<file path="src/rtl/core/b64d_pkg.sv">
`timescale 1ns / 1ps
// b64d_pkg: shared types, codes and the character classifier of the base64 stream decoder
// no dependencies; imported by the front, back and top-level modules of the decoder

package b64d_pkg;

  // character classes as reported on char_class
  localparam logic [1:0] CLS_ALPHA   = 2'd0;
  localparam logic [1:0] CLS_SPACE   = 2'd1;
  localparam logic [1:0] CLS_INVALID = 2'd2;

  // alphabet_mode codes
  localparam logic [1:0] MODE_STD  = 2'd0;
  localparam logic [1:0] MODE_URL  = 2'd1;

  // configuration register indexes
  localparam logic REG_ALPHABET_MODE = 1'b0;
  localparam logic REG_SKIP_INVALID  = 1'b1;

  // whitespace characters
  localparam logic [7:0] CH_SPACE = 8'h20;
  localparam logic [7:0] CH_TAB   = 8'h09;
  localparam logic [7:0] CH_LF    = 8'h0a;
  localparam logic [7:0] CH_FF    = 8'h0c;
  localparam logic [7:0] CH_CR    = 8'h0d;

  // queue depths
  localparam int MID_DEPTH_DEFAULT = 2;
  localparam int OUT_DEPTH_DEFAULT = 2;

  // classified character handed from front to back
  typedef struct packed {
    logic       last;
    logic       bad;
    logic [1:0] cls;
    logic [5:0] sextet;
  } front_item_t;

  // one result transaction
  typedef struct packed {
    logic [7:0] data_byte;
    logic       byte_valid;
    logic [1:0] char_class;
    logic       bad_char;
    logic [1:0] leftover_sextets;
    logic       last_out;
  } result_t;

  typedef struct packed {
    logic [1:0] cls;
    logic [5:0] sextet;
  } class_t;

  function automatic class_t classify(input logic [7:0] c, input logic [1:0] mode);
    class_t r;
    logic   std_ok;
    logic   url_ok;
    logic [7:0] t;
    std_ok   = (mode != MODE_URL);
    url_ok   = (mode != MODE_STD);
    r.cls    = CLS_INVALID;
    r.sextet = 6'd0;
    t        = 8'd0;
    if (c inside {[8'h41:8'h5a]}) begin
      t        = c - 8'h41;
      r.cls    = CLS_ALPHA;
      r.sextet = t[5:0];
    end else if (c inside {[8'h61:8'h7a]}) begin
      t        = c - 8'h47;
      r.cls    = CLS_ALPHA;
      r.sextet = t[5:0];
    end else if (c inside {[8'h30:8'h39]}) begin
      t        = c + 8'h04;
      r.cls    = CLS_ALPHA;
      r.sextet = t[5:0];
    end else if ((std_ok && c == 8'h2b) || (url_ok && c == 8'h2d)) begin
      r.cls    = CLS_ALPHA;
      r.sextet = 6'd62;
    end else if ((std_ok && c == 8'h2f) || (url_ok && c == 8'h5f)) begin
      r.cls    = CLS_ALPHA;
      r.sextet = 6'd63;
    end else if (c inside {CH_SPACE, CH_TAB, CH_LF, CH_FF, CH_CR}) begin
      r.cls    = CLS_SPACE;
    end
    return r;
  endfunction

endpackage

</file>
<file path="src/rtl/core/b64d_fifo.sv">
`timescale 1ns / 1ps
// b64d_fifo: small register-based queue with fall-through read
// no package dependency; used between front and back and at the result side

module b64d_fifo #(
  parameter int WIDTH = 8,
  parameter int DEPTH = 2
) (
  input  logic             clk,
  input  logic             rst,
  input  logic             push,
  input  logic [WIDTH-1:0] wdata,
  output logic             full,
  input  logic             pop,
  output logic [WIDTH-1:0] rdata,
  output logic             empty
);

  localparam int PTR_W = (DEPTH > 1) ? $clog2(DEPTH) : 1;
  localparam int CNT_W = $clog2(DEPTH + 1);

  logic [WIDTH-1:0] mem [DEPTH];
  logic [PTR_W-1:0] wr_ptr;
  logic [PTR_W-1:0] rd_ptr;
  logic [CNT_W-1:0] count;
  logic             do_push;
  logic             do_pop;

  assign full    = (count == CNT_W'(DEPTH));
  assign empty   = (count == '0);
  assign do_push = push && !full;
  assign do_pop  = pop && !empty;
  assign rdata   = mem[rd_ptr];

  function automatic logic [PTR_W-1:0] advance(input logic [PTR_W-1:0] p);
    return (p == PTR_W'(DEPTH - 1)) ? '0 : p + 1'b1;
  endfunction

  always_ff @(posedge clk) begin
    if (do_push) begin
      mem[wr_ptr] <= wdata;
    end
  end

  always_ff @(posedge clk) begin
    if (rst) begin
      wr_ptr <= '0;
      rd_ptr <= '0;
      count  <= '0;
    end else begin
      if (do_push) begin
        wr_ptr <= advance(wr_ptr);
      end
      if (do_pop) begin
        rd_ptr <= advance(rd_ptr);
      end
      if (do_push && !do_pop) begin
        count <= count + 1'b1;
      end else if (do_pop && !do_push) begin
        count <= count - 1'b1;
      end
    end
  end

endmodule

</file>
<file path="src/rtl/core/b64d_front.sv">
`timescale 1ns / 1ps
// b64d_front: accepts characters and classifies them into a registered stage
// depends on b64d_pkg (classify, front_item_t)

module b64d_front
  import b64d_pkg::*;
(
  input  logic        clk,
  input  logic        rst,
  input  logic [1:0]  alphabet_mode,
  input  logic        skip_invalid,
  input  logic        push,
  input  logic [7:0]  in_char,
  input  logic        end_of_input,
  output logic        full,
  output logic        item_valid,
  output front_item_t item,
  input  logic        item_full
);

  class_t c;
  logic   accept;
  logic   drain;

  assign c          = classify(in_char, alphabet_mode);
  assign drain      = item_valid && !item_full;
  assign full       = item_valid && item_full;
  assign accept     = push && !full;

  always_ff @(posedge clk) begin
    if (rst) begin
      item_valid <= 1'b0;
    end else if (accept) begin
      item_valid <= 1'b1;
    end else if (drain) begin
      item_valid <= 1'b0;
    end
  end

  always_ff @(posedge clk) begin
    if (accept) begin
      item.last   <= end_of_input;
      item.bad    <= (c.cls == CLS_INVALID) && !skip_invalid;
      item.cls    <= c.cls;
      item.sextet <= c.sextet;
    end
  end

endmodule

</file>
<file path="src/rtl/core/b64d_back.sv">
`timescale 1ns / 1ps
// b64d_back: group state (sextet count, bit accumulator) and byte assembly
// depends on b64d_pkg (front_item_t, result_t)

module b64d_back
  import b64d_pkg::*;
(
  input  logic        clk,
  input  logic        rst,
  input  logic        take,
  input  front_item_t item,
  output result_t     result
);

  logic [1:0] sextet_count;
  logic [5:0] bit_accumulator;
  logic [1:0] sextet_count_next;
  logic [5:0] bit_accumulator_next;
  logic [1:0] count_step;
  logic [5:0] acc_step;
  logic [7:0] byte_val;
  logic       byte_ok;

  always_comb begin
    count_step = sextet_count;
    acc_step   = bit_accumulator;
    byte_val   = 8'd0;
    byte_ok    = 1'b0;
    if (item.cls == CLS_ALPHA) begin
      count_step = sextet_count + 2'd1;
      case (sextet_count)
        2'd0: begin
          acc_step = item.sextet;
        end
        2'd1: begin
          byte_val = {bit_accumulator, item.sextet[5:4]};
          byte_ok  = 1'b1;
          acc_step = {2'b00, item.sextet[3:0]};
        end
        2'd2: begin
          byte_val = {bit_accumulator[3:0], item.sextet[5:2]};
          byte_ok  = 1'b1;
          acc_step = {4'b0000, item.sextet[1:0]};
        end
        default: begin
          byte_val = {bit_accumulator[1:0], item.sextet};
          byte_ok  = 1'b1;
          acc_step = 6'd0;
        end
      endcase
    end
    sextet_count_next    = item.last ? 2'd0 : count_step;
    bit_accumulator_next = item.last ? 6'd0 : acc_step;

    result.data_byte        = byte_val;
    result.byte_valid       = byte_ok;
    result.char_class       = item.cls;
    result.bad_char         = item.bad;
    result.leftover_sextets = item.last ? count_step : 2'd0;
    result.last_out         = item.last;
  end

  always_ff @(posedge clk) begin
    if (rst) begin
      sextet_count    <= 2'd0;
      bit_accumulator <= 6'd0;
    end else if (take) begin
      sextet_count    <= sextet_count_next;
      bit_accumulator <= bit_accumulator_next;
    end
  end

endmodule

</file>
<file path="src/rtl/core/base64_stream_decoder.sv">
`timescale 1ns / 1ps
// base64_stream_decoder: top level of the streaming base64 character decoder
// depends on b64d_pkg, b64d_front, b64d_fifo and b64d_back
//
// usage:
//   input side is a queue write port: one character per transaction, taken at
//   a rising edge with push high and full low; end_of_input marks the final
//   character of a stream and resets the group state after it
//   result side is a queue read port: while empty is low the oldest result is
//   on the result ports, taken at a rising edge with pop high
//   every input transaction yields exactly one result transaction
//   configuration (alphabet_mode at index 0, skip_invalid at index 1) is written
//   through cfg_we / cfg_index / cfg_data while the decoder holds no work
// timing:
//   an input transaction passes the classify register, then the front-to-back
//   queue, then the fall-through result queue, whose head drives the result ports
//   throughput is one character per cycle while no queue is full, as the back
//   end updates the group state for every character that it takes
// reset (synchronous, rst high) clears all queues, group state and registers
// when the receiver stalls, the result queue fills, then the middle queue,
// then the classify stage, and only then does full rise

module base64_stream_decoder
  import b64d_pkg::*;
#(
  parameter int MID_DEPTH = MID_DEPTH_DEFAULT,
  parameter int OUT_DEPTH = OUT_DEPTH_DEFAULT
) (
  input  logic       clk,
  input  logic       rst,
  // configuration write port
  input  logic       cfg_we,
  input  logic       cfg_index,
  input  logic [1:0] cfg_data,
  // input queue port
  input  logic       push,
  output logic       full,
  input  logic [7:0] in_char,
  input  logic       end_of_input,
  // result queue port
  output logic       empty,
  input  logic       pop,
  output logic [7:0] data_byte,
  output logic       byte_valid,
  output logic [1:0] char_class,
  output logic       bad_char,
  output logic [1:0] leftover_sextets,
  output logic       last_out
);

  // configuration registers
  logic [1:0] alphabet_mode;
  logic       skip_invalid;

  always_ff @(posedge clk) begin
    if (rst) begin
      alphabet_mode <= MODE_STD;
      skip_invalid  <= 1'b0;
    end else if (cfg_we) begin
      case (cfg_index)
        REG_ALPHABET_MODE: alphabet_mode <= cfg_data;
        REG_SKIP_INVALID:  skip_invalid  <= cfg_data[0];
        default: ;
      endcase
    end
  end

  // front: classify stage
  logic        front_valid;
  front_item_t front_item;
  logic        mid_full;

  b64d_front u_front (
    .clk          (clk),
    .rst          (rst),
    .alphabet_mode(alphabet_mode),
    .skip_invalid (skip_invalid),
    .push         (push),
    .in_char      (in_char),
    .end_of_input (end_of_input),
    .full         (full),
    .item_valid   (front_valid),
    .item         (front_item),
    .item_full    (mid_full)
  );

  // queue between classify and group logic
  logic [$bits(front_item_t)-1:0] mid_rdata;
  front_item_t                    mid_item;
  logic                           mid_empty;
  logic                           back_take;
  logic                           out_full;

  assign back_take = !mid_empty && !out_full;
  assign mid_item  = front_item_t'(mid_rdata);

  b64d_fifo #(
    .WIDTH($bits(front_item_t)),
    .DEPTH(MID_DEPTH)
  ) u_mid_q (
    .clk  (clk),
    .rst  (rst),
    .push (front_valid),
    .wdata(front_item),
    .full (mid_full),
    .pop  (back_take),
    .rdata(mid_rdata),
    .empty(mid_empty)
  );

  // back: group state and byte assembly
  result_t back_result;

  b64d_back u_back (
    .clk   (clk),
    .rst   (rst),
    .take  (back_take),
    .item  (mid_item),
    .result(back_result)
  );

  // result queue, parts the receiver from the decoder
  logic [$bits(result_t)-1:0] out_rdata;
  result_t                    out_item;

  b64d_fifo #(
    .WIDTH($bits(result_t)),
    .DEPTH(OUT_DEPTH)
  ) u_out_q (
    .clk  (clk),
    .rst  (rst),
    .push (back_take),
    .wdata(back_result),
    .full (out_full),
    .pop  (pop),
    .rdata(out_rdata),
    .empty(empty)
  );

  assign out_item         = result_t'(out_rdata);
  assign data_byte        = out_item.data_byte;
  assign byte_valid       = out_item.byte_valid;
  assign char_class       = out_item.char_class;
  assign bad_char         = out_item.bad_char;
  assign leftover_sextets = out_item.leftover_sextets;
  assign last_out         = out_item.last_out;

  // leftover count only appears on the last transaction of a stream
  a_leftover_last: assert property (@(posedge clk) disable iff (rst)
    (!empty && leftover_sextets != 2'd0) |-> last_out)
    else $error("leftover sextets reported on a non-final result");

  // a byte is only completed by an alphabet character
  a_byte_alpha: assert property (@(posedge clk) disable iff (rst)
    (!empty && byte_valid) |-> (char_class == CLS_ALPHA))
    else $error("byte emitted for a non-alphabet character");

  // flagged characters are invalid ones
  a_bad_invalid: assert property (@(posedge clk) disable iff (rst)
    (!empty && bad_char) |-> (char_class == CLS_INVALID))
    else $error("bad_char set on a valid character");

  // reset leaves no result pending
  a_reset_empty: assert property (@(posedge clk) rst |=> empty)
    else $error("result queue not empty after reset");

endmodule

</file>
<file path="config.mk">
export PLATFORM = sky130hd
export DESIGN_NAME = base64_stream_decoder
export DESIGN_NICKNAME = d
export VERILOG_FILES = /design/src/rtl/core/b64d_pkg.sv /design/src/rtl/core/b64d_fifo.sv /design/src/rtl/core/b64d_front.sv /design/src/rtl/core/b64d_back.sv /design/src/rtl/core/base64_stream_decoder.sv
export SDC_FILE = /design/constraint.sdc
export NUM_CORES = 1
export LEC_CHECK = 0
export ABC_AREA = 1
export BUFFER_PORTS_ARGS = -buffer_cell sky130_fd_sc_hd__buf_4
export CAP_MARGIN = 15
export CORE_MARGIN = 2
export CORE_UTILIZATION = 54
export DETAILED_ROUTE_END_ITERATION = 10
export PLACE_DENSITY_LB_ADDON = 0.1
export SLEW_MARGIN = 10
export SYNTH_ARGS = -nofsm -noshare
export SYNTH_HDL_FRONTEND = slang
export SYNTH_SLANG_ARGS = --single-unit
</file>
<file path="constraint.sdc">
create_clock -name clk -period 4.2 [get_ports clk]
set_input_delay 0.21 -clock clk [delete_from_list [all_inputs] [get_ports clk]]
set_output_delay 0.21 -clock clk [all_outputs]
set_load 0.005 [all_outputs]
</file>
* Word-level counts from Yosys, hierarchy flattened *
Memories as Yosys holds them, arrays and structs flattened. A register that Yosys moved wholly into a read port is not among the register bits.
Cells that the tools add are included.

word-level totals
  flip-flop bits (word level) = 30
  latch bits = 0
  memory bits (writable) = 50
  memory bits (read-only) = 0
  memories = 2

operators by class
  add/sub/neg operators = 12
  multipliers = 0
  div/mod/pow operators = 0
  order comparisons = 6
  eq/ne operators = 15
  shift operators = 0
  multiplexer cells = 35
  bitwise logic cells = 1
  reductions and logical operators = 44

memory list
  memory       depth  width  rd ports  clocked after memory_dff  wr ports  RTL line         text
  u_out_q.mem  2      15     1         1                         1         b64d_fifo.sv:22  logic [WIDTH-1:0] mem [DEPTH];
  u_mid_q.mem  2      10     1         1                         1         b64d_fifo.sv:22

operators with widths
  cell                                                 number
  2-to-1 mux 8 bit                                     5
  equality test 8 x 4 -> 1 bit, second input constant  4
  equality test 8 x 6 -> 1 bit, second input constant  4
  case mux 8 bit (3 select lines)                      1
  logical AND 1 bit                                    19
  2-to-1 mux 2 bit                                     9
  2-to-1 mux 6 bit                                     3
  case mux 6 bit (3 select lines)                      1
  >= comparator 8 x 7 -> 1 bit, second input constant  2
  <= comparator 8 x 7 -> 1 bit, second input constant  2
  2-to-1 mux 1 bit                                     16
  logical NOT 1 bit                                    10
  nonzero test 2 bit                                   5
  equality test 2 bit, second input constant           4
  equality test 8 x 7 -> 1 bit, second input constant  1
  >= comparator 8 x 6 -> 1 bit, second input constant  1
  <= comparator 8 x 6 -> 1 bit, second input constant  1
  logical NOT 2 bit                                    4
  adder 2 x 1 -> 2 bit, second input constant          3
  adder 6 x 3 -> 6 bit, second input constant          1
  AND reduction 2 bit                                  3
  subtractor 6 x 1 -> 6 bit, second input constant     1
  subtractor 6 x 3 -> 6 bit, second input constant     1
  nonzero test 5 bit                                   1
  other kinds (6)                                      11

* Depth between registers and ports, before layout *
Gate-level depths: netlist of the first run.

  word-level depth = 10
  mapped depth = 12

* Hierarchy *
Synthesis of the first run repeated with hierarchy kept, for this count alone.

second synthesis, totals
  cell total of the unflattened synthesis = 467
  area total of the unflattened synthesis = 4370.4 um^2

modules (own cells, without submodules)
  module                 instances  cells each  area an instance (um^2)
  b64d_fifo at u_out_q   1          84          1382.6
  b64d_front             1          170         1156.1
  b64d_fifo at u_mid_q   1          68          970.9
  b64d_back              1          123         721.9
  base64_stream_decoder  1          22          138.9

* Worst setup path after synthesis of the first run *
OpenSTA, ideal clock, no wires.

  kind = flip-flop to flip-flop
  start = register u_out_q.count[1]
  end = memory u_out_q.mem[1][0] (netlist name), enable pin
  arrival = 1.222 ns
  slack = 2.590 ns
  stages on the path, launching flop included = 4
  buffers on the path = 0
  clock period less this slack = 1.610 ns
  path through = dfxtp_1 inv_2 o22ai_2 nor2_1

between the ends
  word-level cells in the longest chain between the ends = 6

RTL lines
  item                                      RTL line                                      text
  start: declaration                        b64d_fifo.sv:25                               logic [CNT_W-1:0] count;
  start signal: assignment                  b64d_fifo.sv:58                               count <= count + 1'b1;
  start signal: assignment                  b64d_fifo.sv:60                               count <= count - 1'b1;
  equality test 2 bit *                     b64d_fifo.sv:29                               assign full = (count == CNT_W'(DEPTH));
  logical NOT 1 bit *                       b64d_fifo.sv:31, base64_stream_decoder.sv:94
  logical AND 1 bit                         base64_stream_decoder.sv:94                   assign back_take = !mid_empty && !out_full;
  logical AND 1 bit *                       b64d_fifo.sv:31                               assign do_push = push && !full;
  2-to-1 mux 1 bit *                        b64d_fifo.sv:40                               if (do_push) begin
  2-to-1 mux 1 bit (implied by the code) *  b64d_fifo.sv:41                               mem[wr_ptr] <= wdata;
  end: declaration                          b64d_fifo.sv:22

Every way passes the cells marked *; elsewhere a longest branch is shown, timed or not.

==> impl_metrics.toml, run 1 <==
[run_status]
outcome = "finished, final reports clean"

[sta]
rsz0062_at_grt = "false"
finalClockSkew_ps = 10.2
worst_pin_slew_ps = 845
setup_viol = 0
fin_crit_ps = 1880
finalCritPeriodShare_pct = 44.7
hold_viol_final = 0
fin_tns_setup_ps = 0
fmax_mhz = 533
slew_viol_final = 0
slew_headroom_pct = 43.4

[synth]
synth_edf_count = 60
syn_nets = 462
synth-adder-area-share_pct = 4.64
synth_seq_cells = 82
synth-async-reset-ratio_pct = 0
synthSimpleGateAreaFrac_pct = 17.6
synthCells = 430
synth-xor-area-share_pct = 0.866
synth_top_family_by_area = "simple AND/OR/NAND/NOR gates"
ys_warn_count = 0
postSynthAreaPerCell_sq_um = 9.41
seq_area_frac_synth_pct = 55.4
synth.cell_area_sq_um = 4050
ys.flop_type = "edfxtp_1"
synth_mux_area_share_pct = 4.18
synth_cell_types = 35
synth-compound-area-share_pct = 11.0

[cells_and_area]
syn_to_final_growth_pct = 13.2
nets = 501
antenna_cells = 0
drive_gt1_share_pct = 17.5

[drt]
via_per_inst = 5.07
drtAntennaViolNets = 0
vias = 2905
drt_iter0_markers = 120
drt_wl_total_um = 7400
wl_per_cell_um = 12.9
drt-pass1-iter-count = 4
drc = 0

[floorplanning]
rows = 31
start_util_pct = 55.8
die_h_um = 90.6
core_sq_um = 7250
io_pins = 34
dieArea_sq_um = 8200
die_x_um = 90.6

[grt]
overflow = 0
grtUsageTotal_pct = 19.3
grt_max_degree = 17
antenna_found_initial = 0
grt_pass1_vias = 2804
grt_pass1_wl_um = 12800

[worst_setup_path]
worst_setup_path_start_kind = "flop"
criticalPathCategory = "reg2out"
r2r_setup_slack_ps = 2390
rr_worst_depth = 8
crit_required_ps = 3990
cp_max_fo = 15
setup.worst_path.end = "char_class[0]"
endpoint_kind = "primary output"
worstPathArrival_ps = 1670
r2r_end = "u_out_q.count[1]"
r2r-start = "u_out_q.count[1]"

[clock_tree]
clkSlewWorstSetupHoldPaths_ps = 70
ctsHoldBuffers = 0
cts_tree = "yes"
cts_buffer_depth = 2
worstSkewPairLatency_ps = 340
ctsRootBufferMaster = "clkbuf_8"
cts_buffers = 9
htreeDepth = 3
post_cts_resized = 0
post_cts_buffers = 0
cts.sinks = 82

[place]
portBuffers = 33
place_hpwl_um = 5600
place_congestion = 0.865

[hold_path]
hold_path_class = "in2reg"

[job]
max-cap-violations = 0

[power_and_ir_drop]
p_leak_nw = 1.94
cellPowerDensity_nw_per_um2 = 568
peakVddDrop_mv = 0.235
finalPower_mw = 2.60
power breakdown:
part	internal (mW)	total (mW)	leakage, nW	switching [mW]
sequential	1.12	1.23	0.749	0.117
combinational	0.352	0.825	1.10	0.473
clock	0.287	0.542	0.0954	0.255
total	1.76	2.60	1.94	0.845
cells in the final DEF (no fill, tap or decap), types with 2 or more instances in the layout:
master    count
o21ai_1      18
edfxtp_1     60
inv_1        46
a221oi_1      4
dfxtp_1      22
clkbuf_1      2
o21ai_0      24
nand3_1      20
nand2_1      94
nor3_1        3
nand2_2       4
clkbuf_8     10
a21oi_1      26
xor2_1        3
clkinv_1      3
nor2_2        2
nor2_1       41
buf_4        35
mux2_2       15
inv_2        10
a31oi_1       2
or2_1         2
o211ai_1      2
ha_1         15
synthesized netlist by cell type, types with 2 or more instances:
cell / instances / area (sq um)
a21oi_1: 26 / 130
a221oi_1: 4 / 35.0
a31oi_1: 2 / 12.5
clkbuf_1: 3 / 11.3
dfxtp_1: 22 / 440
edfxtp_1: 60 / 1800
ha_1: 15 / 188
inv_1: 46 / 173
inv_2: 10 / 37.5
mux2_2: 15 / 169
nand2_1: 94 / 353
nand2_2: 4 / 25.0
nand3_1: 20 / 100
nor2_1: 41 / 154
nor2_2: 2 / 12.5
nor3_1: 3 / 15.0
o211ai_1: 2 / 15.0
o21ai_0: 24 / 120
o21ai_1: 18 / 90.1
or2_1: 2 / 12.5
xor2_1: 3 / 26.3
critical path, stage by stage, from the launching register on:
cell and delay [ps]:
dfxtp_1 770, mux2_2 410, buf_4 140
state kept, by name (all words and copies together) (netlist names), named ones only:
signal	count
u_mid_q.count	2
skip_invalid	1
u_mid_q.rd_ptr	1
u_out_q.rd_ptr	1
u_out_q.count	2
u_mid_q.mem	20
u_out_q.mem	30
u_front.item	10
u_mid_q.wr_ptr	1
u_out_q.wr_ptr	1
alphabet_mode	2
u_back.sextet_count	2
u_back.bit_accumulator	6
u_front.item_valid	1
metrics by stage:
stage / area [sq um] / std cells / util, % / hold WS, ps / setup slack (ps)
after floorplan: 4050 / 430 / - / 279 / 2590
final: 4580 / 573 / 63.2 / 40.4 / 2320
after global placement: 4390 / 557 / 60.6 / 388 / 2410
after detailed placement: 4390 / 557 / 60.6 / 390 / 2370
after CTS: 4580 / 573 / 63.2 / 28.9 / 2270
after global routing: 4580 / 573 / 63.2 / 27.0 / 2210
worst min-delay path by stage:
stage | start | to | cells past startpoint
global route | end_of_input | u_front.item[9] | 1
floorplan | rst | skip_invalid | 1
CTS | end_of_input | u_front.item[9] | 1
detailed placement | end_of_input | u_front.item[9] | 1
global placement | end_of_input | u_front.item[9] | 1
finish | end_of_input | u_front.item[9] | 1
area by class of cell:
cell class / instances / area, sq um
Sequential cell: 82 / 2240
Timing Repair Buffer: 35 / 263
Inverter: 57 / 214
Tap cell: 99 / 124
Clock buffer: 12 / 145
Clock inverter: 4 / 42.5
Multi-Input combinational cell: 284 / 1550
Fill cell: 653 / 2670
cell families (layout without fill, tap and decap cells):
family,Yosys count,count (layout)
fa+ha+maj,15,15
xor+xnor,4,4
compound gates,79,79
flops,82,82
simple gates,171,171
mux,15,15
buf+inv,64,108
routing by layer:
metal | GRT usage [%] | up-vias | routed length [um] | part of all wire, %
li1 | - | 1521 | - | -
met1 | 23.5 | 1301 | 3250 | 44
met2 | 33.6 | 72 | 3720 | 50
met3 | 4.51 | 11 | 323 | 4.4
met4 | 6.79 | 0 | 106 | 1.4
met5 | 0 | - | 0 | 0
Note: power is estimated with default switching activity, not from simulation.
==> run 2, diff against run 1 <==
clock period = 1.65 ns   (was 4.2 ns; I/O delays follow)
==> impl_metrics.toml, run 2 (synthesized netlist as in run 1, its figures left out) <==
[job]
max-cap-violations = 0

[cells_and_area]
top_register = "u_out_q.mem"
drive_gt1_share_pct = 21.6
reg_top3 = "u_out_q.mem (30), u_mid_q.mem (20), u_front.item (10)"
fillers = 585
syn_to_final_growth_pct = 18.1
layout_common_cells = "94 x nand2_1, 60 x edfxtp_1, 48 x buf_4, 46 x inv_1, 41 x nor2_1"
final_common_cell = "nand2_1"
fin_util_pct = 65.9
antenna_cells = 0
largest_register_ffs = 30
nets = 518

[drt]
drc = 0
vias = 3042
drt-pass1-iter-count = 5
via_per_inst = 5.16
wl_per_cell_um = 12.9
drtAntennaViolNets = 0
drt_wl_total_um = 7580
drt_iter0_markers = 139

[power_and_ir_drop]
combPwrFrac_pct = 33.9
swShare_pct = 31.7
p_int_mw = 4.72
p_leak_nw = 2.04
p_sw_mw = 2.19
finalPower_mw = 6.91
cellPowerDensity_nw_per_um2 = 1450
p_clk_share_pct = 21.3
peakVddDrop_mv = 0.959
seq_power_share_pct = 44.8

[worst_setup_path]
cp_cell_sequence = "inv_2 > o22ai_4 > buf_6 > ha_1 > a21oi_1 > o21ai_0 > o21ai_1 > a21oi_1"
crit_slowest_cell = "dfxtp_1"
worstPathArrival_ps = 1760
criticalPathCategory = "reg2reg"
critPathMaxStageDelay_ps = 360
crit_required_ps = 1880
r2r_setup_slack_ps = 120
cpMostUsedCell = "a21oi_1"
endpoint_kind = "flop"
worst_setup_path_start_kind = "flop"
cp_max_fo = 6

[grt]
grtUsageTotal_pct = 19.9
grt_pass1_wl_um = 13000
grt_pass1_vias = 2987
grt_max_degree = 17
overflow = 0
antenna_found_initial = 0

[sta]
rsz0062_at_grt = "false"
finalClockSkew_ps = 7.30
worst_pin_slew_ps = 374
setup_viol = 0
fmax_mhz = 655
finalCritPeriodShare_pct = 92.5
slew_headroom_pct = 74.8
fin_crit_ps = 1530
slew_viol_final = 0
hold_viol_final = 0

[floorplanning]
dieArea_sq_um = 8200
start_util_pct = 55.8
die_h_um = 90.6
die_x_um = 90.6
io_pins = 34
core_sq_um = 7250
rows = 31

[place]
portBuffers = 33
place_hpwl_um = 5720
place_congestion = 0.862

[clock_tree]
htreeDepth = 3
clkSlewWorstSetupHoldPaths_ps = 70
cts_tree = "yes"
cts_buffers = 9
worstSkewPairLatency_ps = 350
ctsRootBufferMaster = "clkbuf_8"
cts.sinks = 82
cts_buffer_depth = 2

[hold_path]
hold_path_class = "in2reg"

[run_status]
outcome = "finished, final reports clean"
## run 2: changes by cell type in the layout (fill, tap and decap cells not counted), moves of 2 or more
cell           before  now
ha_2                0    2
dlygate4sd3_1       0    3
buf_4              35   48
ha_1               15   12
clkinv_1            3    1
dfxtp_2             0    2
o21ai_1            18   21
dfxtp_1            22   20
clkbuf_8           10   13
o21ai_0            24   21
## run 2: worst paths after layout
path / from / to / depth (start not counted)
max: u_out_q.count[1] / u_mid_q.count[1] / 8
min: cfg_data[1] / alphabet_mode[1] / 3
max reg2reg: u_out_q.count[1] / u_mid_q.count[1] / 8
min reg2reg: u_front.item[6] / u_mid_q.mem[1][6] / 0
## run 2: stage by stage
| stage | setup TNS, ps | area, sq um | setup slack [ps] | cells | hold slack, ps |
|---|---|---|---|---|---|
| 6_report | 0 | 4780 | 123 | 590 | 14.0 |
| 3_3_place_gp | 0 | 4500 | 7.72 | 571 | 261 |
| 4_1_cts | 0 | 4730 | 66.3 | 589 | 2.17 |
| 3_5_place_dp | -0.701 | 4500 | -0.701 | 571 | 262 |
| 2_1_floorplan | 0 | 4050 | 39.9 | 430 | 152 |
| 5_1_grt | 0 | 4780 | 0.676 | 590 | 7.85 |
## run 2: layer usage
metal / vias up / track usage [%] / share of wire, %
met4: 0 / 10.8 / 3.2
met2: 93 / 34.4 / 50
met5: - / 0 / 0
met3: 24 / 4.51 / 4.4
li1: 1555 / - / -
met1: 1370 / 22.8 / 43
## run 2: repair_timing
item	CTS	global route
gates resized for setup	0	11
hold endpoints to repair	7	1
setup buffers	0	0
hold buffers	2	1
setup endpoints to repair	0	22
## run 2: area by class of cell
cell class / count / area (sq um) / share of cell area, %
well taps: 99 / 124 / 2.59
clock buffers: 16 / 215 / 4.50
flip-flops and latches: 82 / 2240 / 47.0
inverters: 57 / 214 / 4.48
multi-input cells: 284 / 1580 / 33.0
repair buffers: 52 / 402 / 8.41
## run 2: worst max-delay path, delay by kind of cell (launching register included)
family                     cells  cell delay, ps
buffers and inverters          2             220
AOI/OAI and AO/OA              5             560
DFF                            1             360
adders and majority gates      1             250
## run 2: power by group through the flow
| stage | combinational (mW) | sequential, mW | clock, mW |
|---|---|---|---|
| 5_1_grt | 2.63 | 3.16 | 1.59 |
| 3_5_place_dp | 2.26 | 3.12 | 0 |
| 3_3_place_gp | 2.22 | 3.09 | 0 |
| 4_1_cts | 2.29 | 3.08 | 1.50 |
| 2_1_floorplan | 1.47 | 3.04 | 0 |
| 6_report | 2.34 | 3.10 | 1.47 |
==> run 3, diff against run 2 <==
ABC_AREA = not set   (was 1)
CORE_UTILIZATION = 53   (was 54)
==> impl_metrics.toml, run 3 <==
[synth]
synth-async-reset-ratio_pct = 0
synth_area_leaders = "edfxtp_1 46%, dfxtp_1 11%, mux2_2 5.7%, ha_1 4.8%, nor2_1 3.7%"
synth_top_family_by_area = "simple AND/OR/NAND/NOR gates"
synth_cell_types = 46
synth_mux_area_share_pct = 7.89
ys_warn_count = 0
seq_area_frac_synth_pct = 57.2
synth-adder-area-share_pct = 4.79
synth.most_common_cell = "edfxtp_1"
yosysTopAreaCell = "edfxtp_1"
ys.flop_type = "edfxtp_1"
synth-xor-area-share_pct = 3.35
synth_seq_cells = 82
synth-compound-area-share_pct = 11.6
postSynthAreaPerCell_sq_um = 11.8
synthSimpleGateAreaFrac_pct = 12.0
yosys-top-cells-count = "60 x edfxtp_1, 39 x nor2_1, 22 x dfxtp_1"
synthCells = 331
synth.cell_area_sq_um = 3920
syn_nets = 363
synth_edf_count = 60
synth_top_area_share_pct = 46.0

[drt]
wl_per_cell_um = 14.3
via_per_inst = 5.31
drtAntennaViolNets = 0
drt-pass1-iter-count = 4
drt_iter0_markers = 102
drc = 0
vias = 2754
drt_wl_total_um = 7400

[clock_tree]
cts_buffers = 9
ctsRootBufferMaster = "clkbuf_8"
worstSkewPairLatency_ps = 350
cts.sinks = 82
cts_buffer_depth = 2
cts_tree = "yes"
clkSlewWorstSetupHoldPaths_ps = 80
htreeDepth = 3

[hold_path]
hold_path_class = "in2reg"
hp-start = "cfg_index"

[grt]
grt_pass1_wl_um = 12200
antenna_found_initial = 0
overflow = 0
grt_pass1_vias = 2662
grtUsageTotal_pct = 18.8
grt_max_degree = 23

[worst_setup_path]
r2r-start = "u_mid_q.count[0]"
critPathMaxStageDelay_ps = 360
crit_slowest_cell = "dfxtp_2"
criticalPathCategory = "reg2reg"
r2r_end = "u_mid_q.count[1]"
cp_max_fo = 4
worstSetupStartpoint = "u_mid_q.count[0]"
crit_required_ps = 1930
setup.worst_path.end = "u_mid_q.count[1]"
worst_setup_path_start_kind = "flop"
rr_worst_depth = 6
worstPathArrival_ps = 1840
critPathBufInv = 1
r2r_setup_slack_ps = 80
critPathTopFamily = "simple AND/OR/NAND/NOR gates"
endpoint_kind = "flop"
cp_cell_sequence = "nand2b_1 > nand2_2 > inv_1 > ha_1 > or3_1 > a21oi_1"
path_depth = 6

[sta]
hold_viol_final = 0
slew_headroom_pct = 72.5
worst_pin_slew_ps = 412
finalCritPeriodShare_pct = 95.0
setup_viol = 0
finalClockSkew_ps = 13.2
slew_viol_final = 0
fin_crit_ps = 1570
fmax_mhz = 638
fin_ws_ps = 83.2

[floorplanning]
core_sq_um = 7210
dieArea_sq_um = 8100
die_h_um = 90.0
die_x_um = 90.0
start_util_pct = 54.3
rows = 31
io_pins = 34

[place]
dp_cells = 495
pre_cts_slack_ps = -164
place_hpwl_um = 5390
place_congestion = 0.858
portBuffers = 33

[cells_and_area]
top_register = "u_out_q.mem"
reg_top3 = "u_out_q.mem (30), u_mid_q.mem (20), u_front.item (10)"
syn_to_final_growth_pct = 27.7
antenna_cells = 0
fin_util_pct = 69.3
nets = 447
layout_common_cells = "77 x buf_4, 60 x edfxtp_1, 39 x nor2_1, 20 x mux2_2, 17 x nand2_1"
final_cells = 519
drive_gt1_share_pct = 32.9
final_common_cell = "buf_4"
largest_register_ffs = 30

[power_and_ir_drop]
p_leak_nw = 1.94
finalPower_mw = 6.74
peakVddDrop_mv = 0.793
cellPowerDensity_nw_per_um2 = 1350

[run_status]
outcome = "finished, final reports clean"

[job]
max-cap-violations = 0
[run 3: cell count changes in the layout (fill, tap and decap cells not counted), moves of 11 or more]
cell     delta
nand3_1    -14
o21ai_1    -20
o21ai_0    -11
nand2_1    -77
inv_1      -30
buf_4      +29
[run 3: worst min path at each step]
stage / slack [ps] / cells after the start / to
floorplan: 150 / 1 / u_mid_q.count[1]
global placement: 270 / 1 / u_front.item[9]
detailed placement: 270 / 1 / u_front.item[9]
CTS: 3 / 3 / alphabet_mode[1]
global route: 40 / 3 / skip_invalid
finish: 40 / 3 / skip_invalid
[run 3: metrics by stage]
stage / instance area, sq um / hold WS (ps) / TNS, ps
3_5_place_dp: 4630 / 272 / -1000
6_report: 5000 / 37.3 / 0
4_1_cts: 4920 / 2.92 / 0
5_1_grt: 5000 / 36.0 / -43.2
3_3_place_gp: 4630 / 270 / -609
2_1_floorplan: 3930 / 152 / 0
[run 3: per-layer routing]
metal	vias to the layer above	global-route usage (%)	part of all wire, %
met5	-	0	0
met4	0	8.33	0.93
met1	1309	22.1	43
met3	5	3.60	3.4
met2	51	33.4	53
li1	1389	-	-
[run 3: cell type report]
class	instances	area, sq um
Sequential cell	82	2250
Clock inverter	6	114
Fill cell	533	2210
Clock buffer	10	128
Timing Repair Buffer	87	718
Inverter	17	63.8
Tap cell	99	124
Multi-Input combinational cell	218	1600
[run 3: worst reg2reg max path, delay by kind of cell (launching register included)]
| kind | cells | cell delay [ps] |
|---|---|---|
| compound gates | 1 | 140 |
| flops | 1 | 360 |
| buf+inv | 1 | 50 |
| fa+ha+maj | 1 | 310 |
| simple gates | 3 | 660 |
[run 3: kinds of logic (layout without fill, tap and decap cells)]
family / after synthesis / after routing
and+or+nand+nor: 95 / 95
DFF: 82 / 82
AOI/OAI and AO/OA: 65 / 65
buffers and inverters: 31 / 120
muxes: 28 / 28
adders and majority gates: 15 / 15
xor gates and xnor gates: 15 / 15
[run 3: what timing repair did]
item                                   in CTS  in global routing
pin swaps                                   0                  6
endpoints found under the hold margin       4                  1
gates cloned                                0                  0
setup buffers                               0                  2
setup endpoints to repair                   6                 20
hold buffers                                4                  2
resized for setup                           2                 15
[run 3: power by group]
part           internal [mW]  switching [mW]
registers               2.70           0.172
clock network           1.01           0.692
logic                   1.19           0.975
total                   4.90            1.84
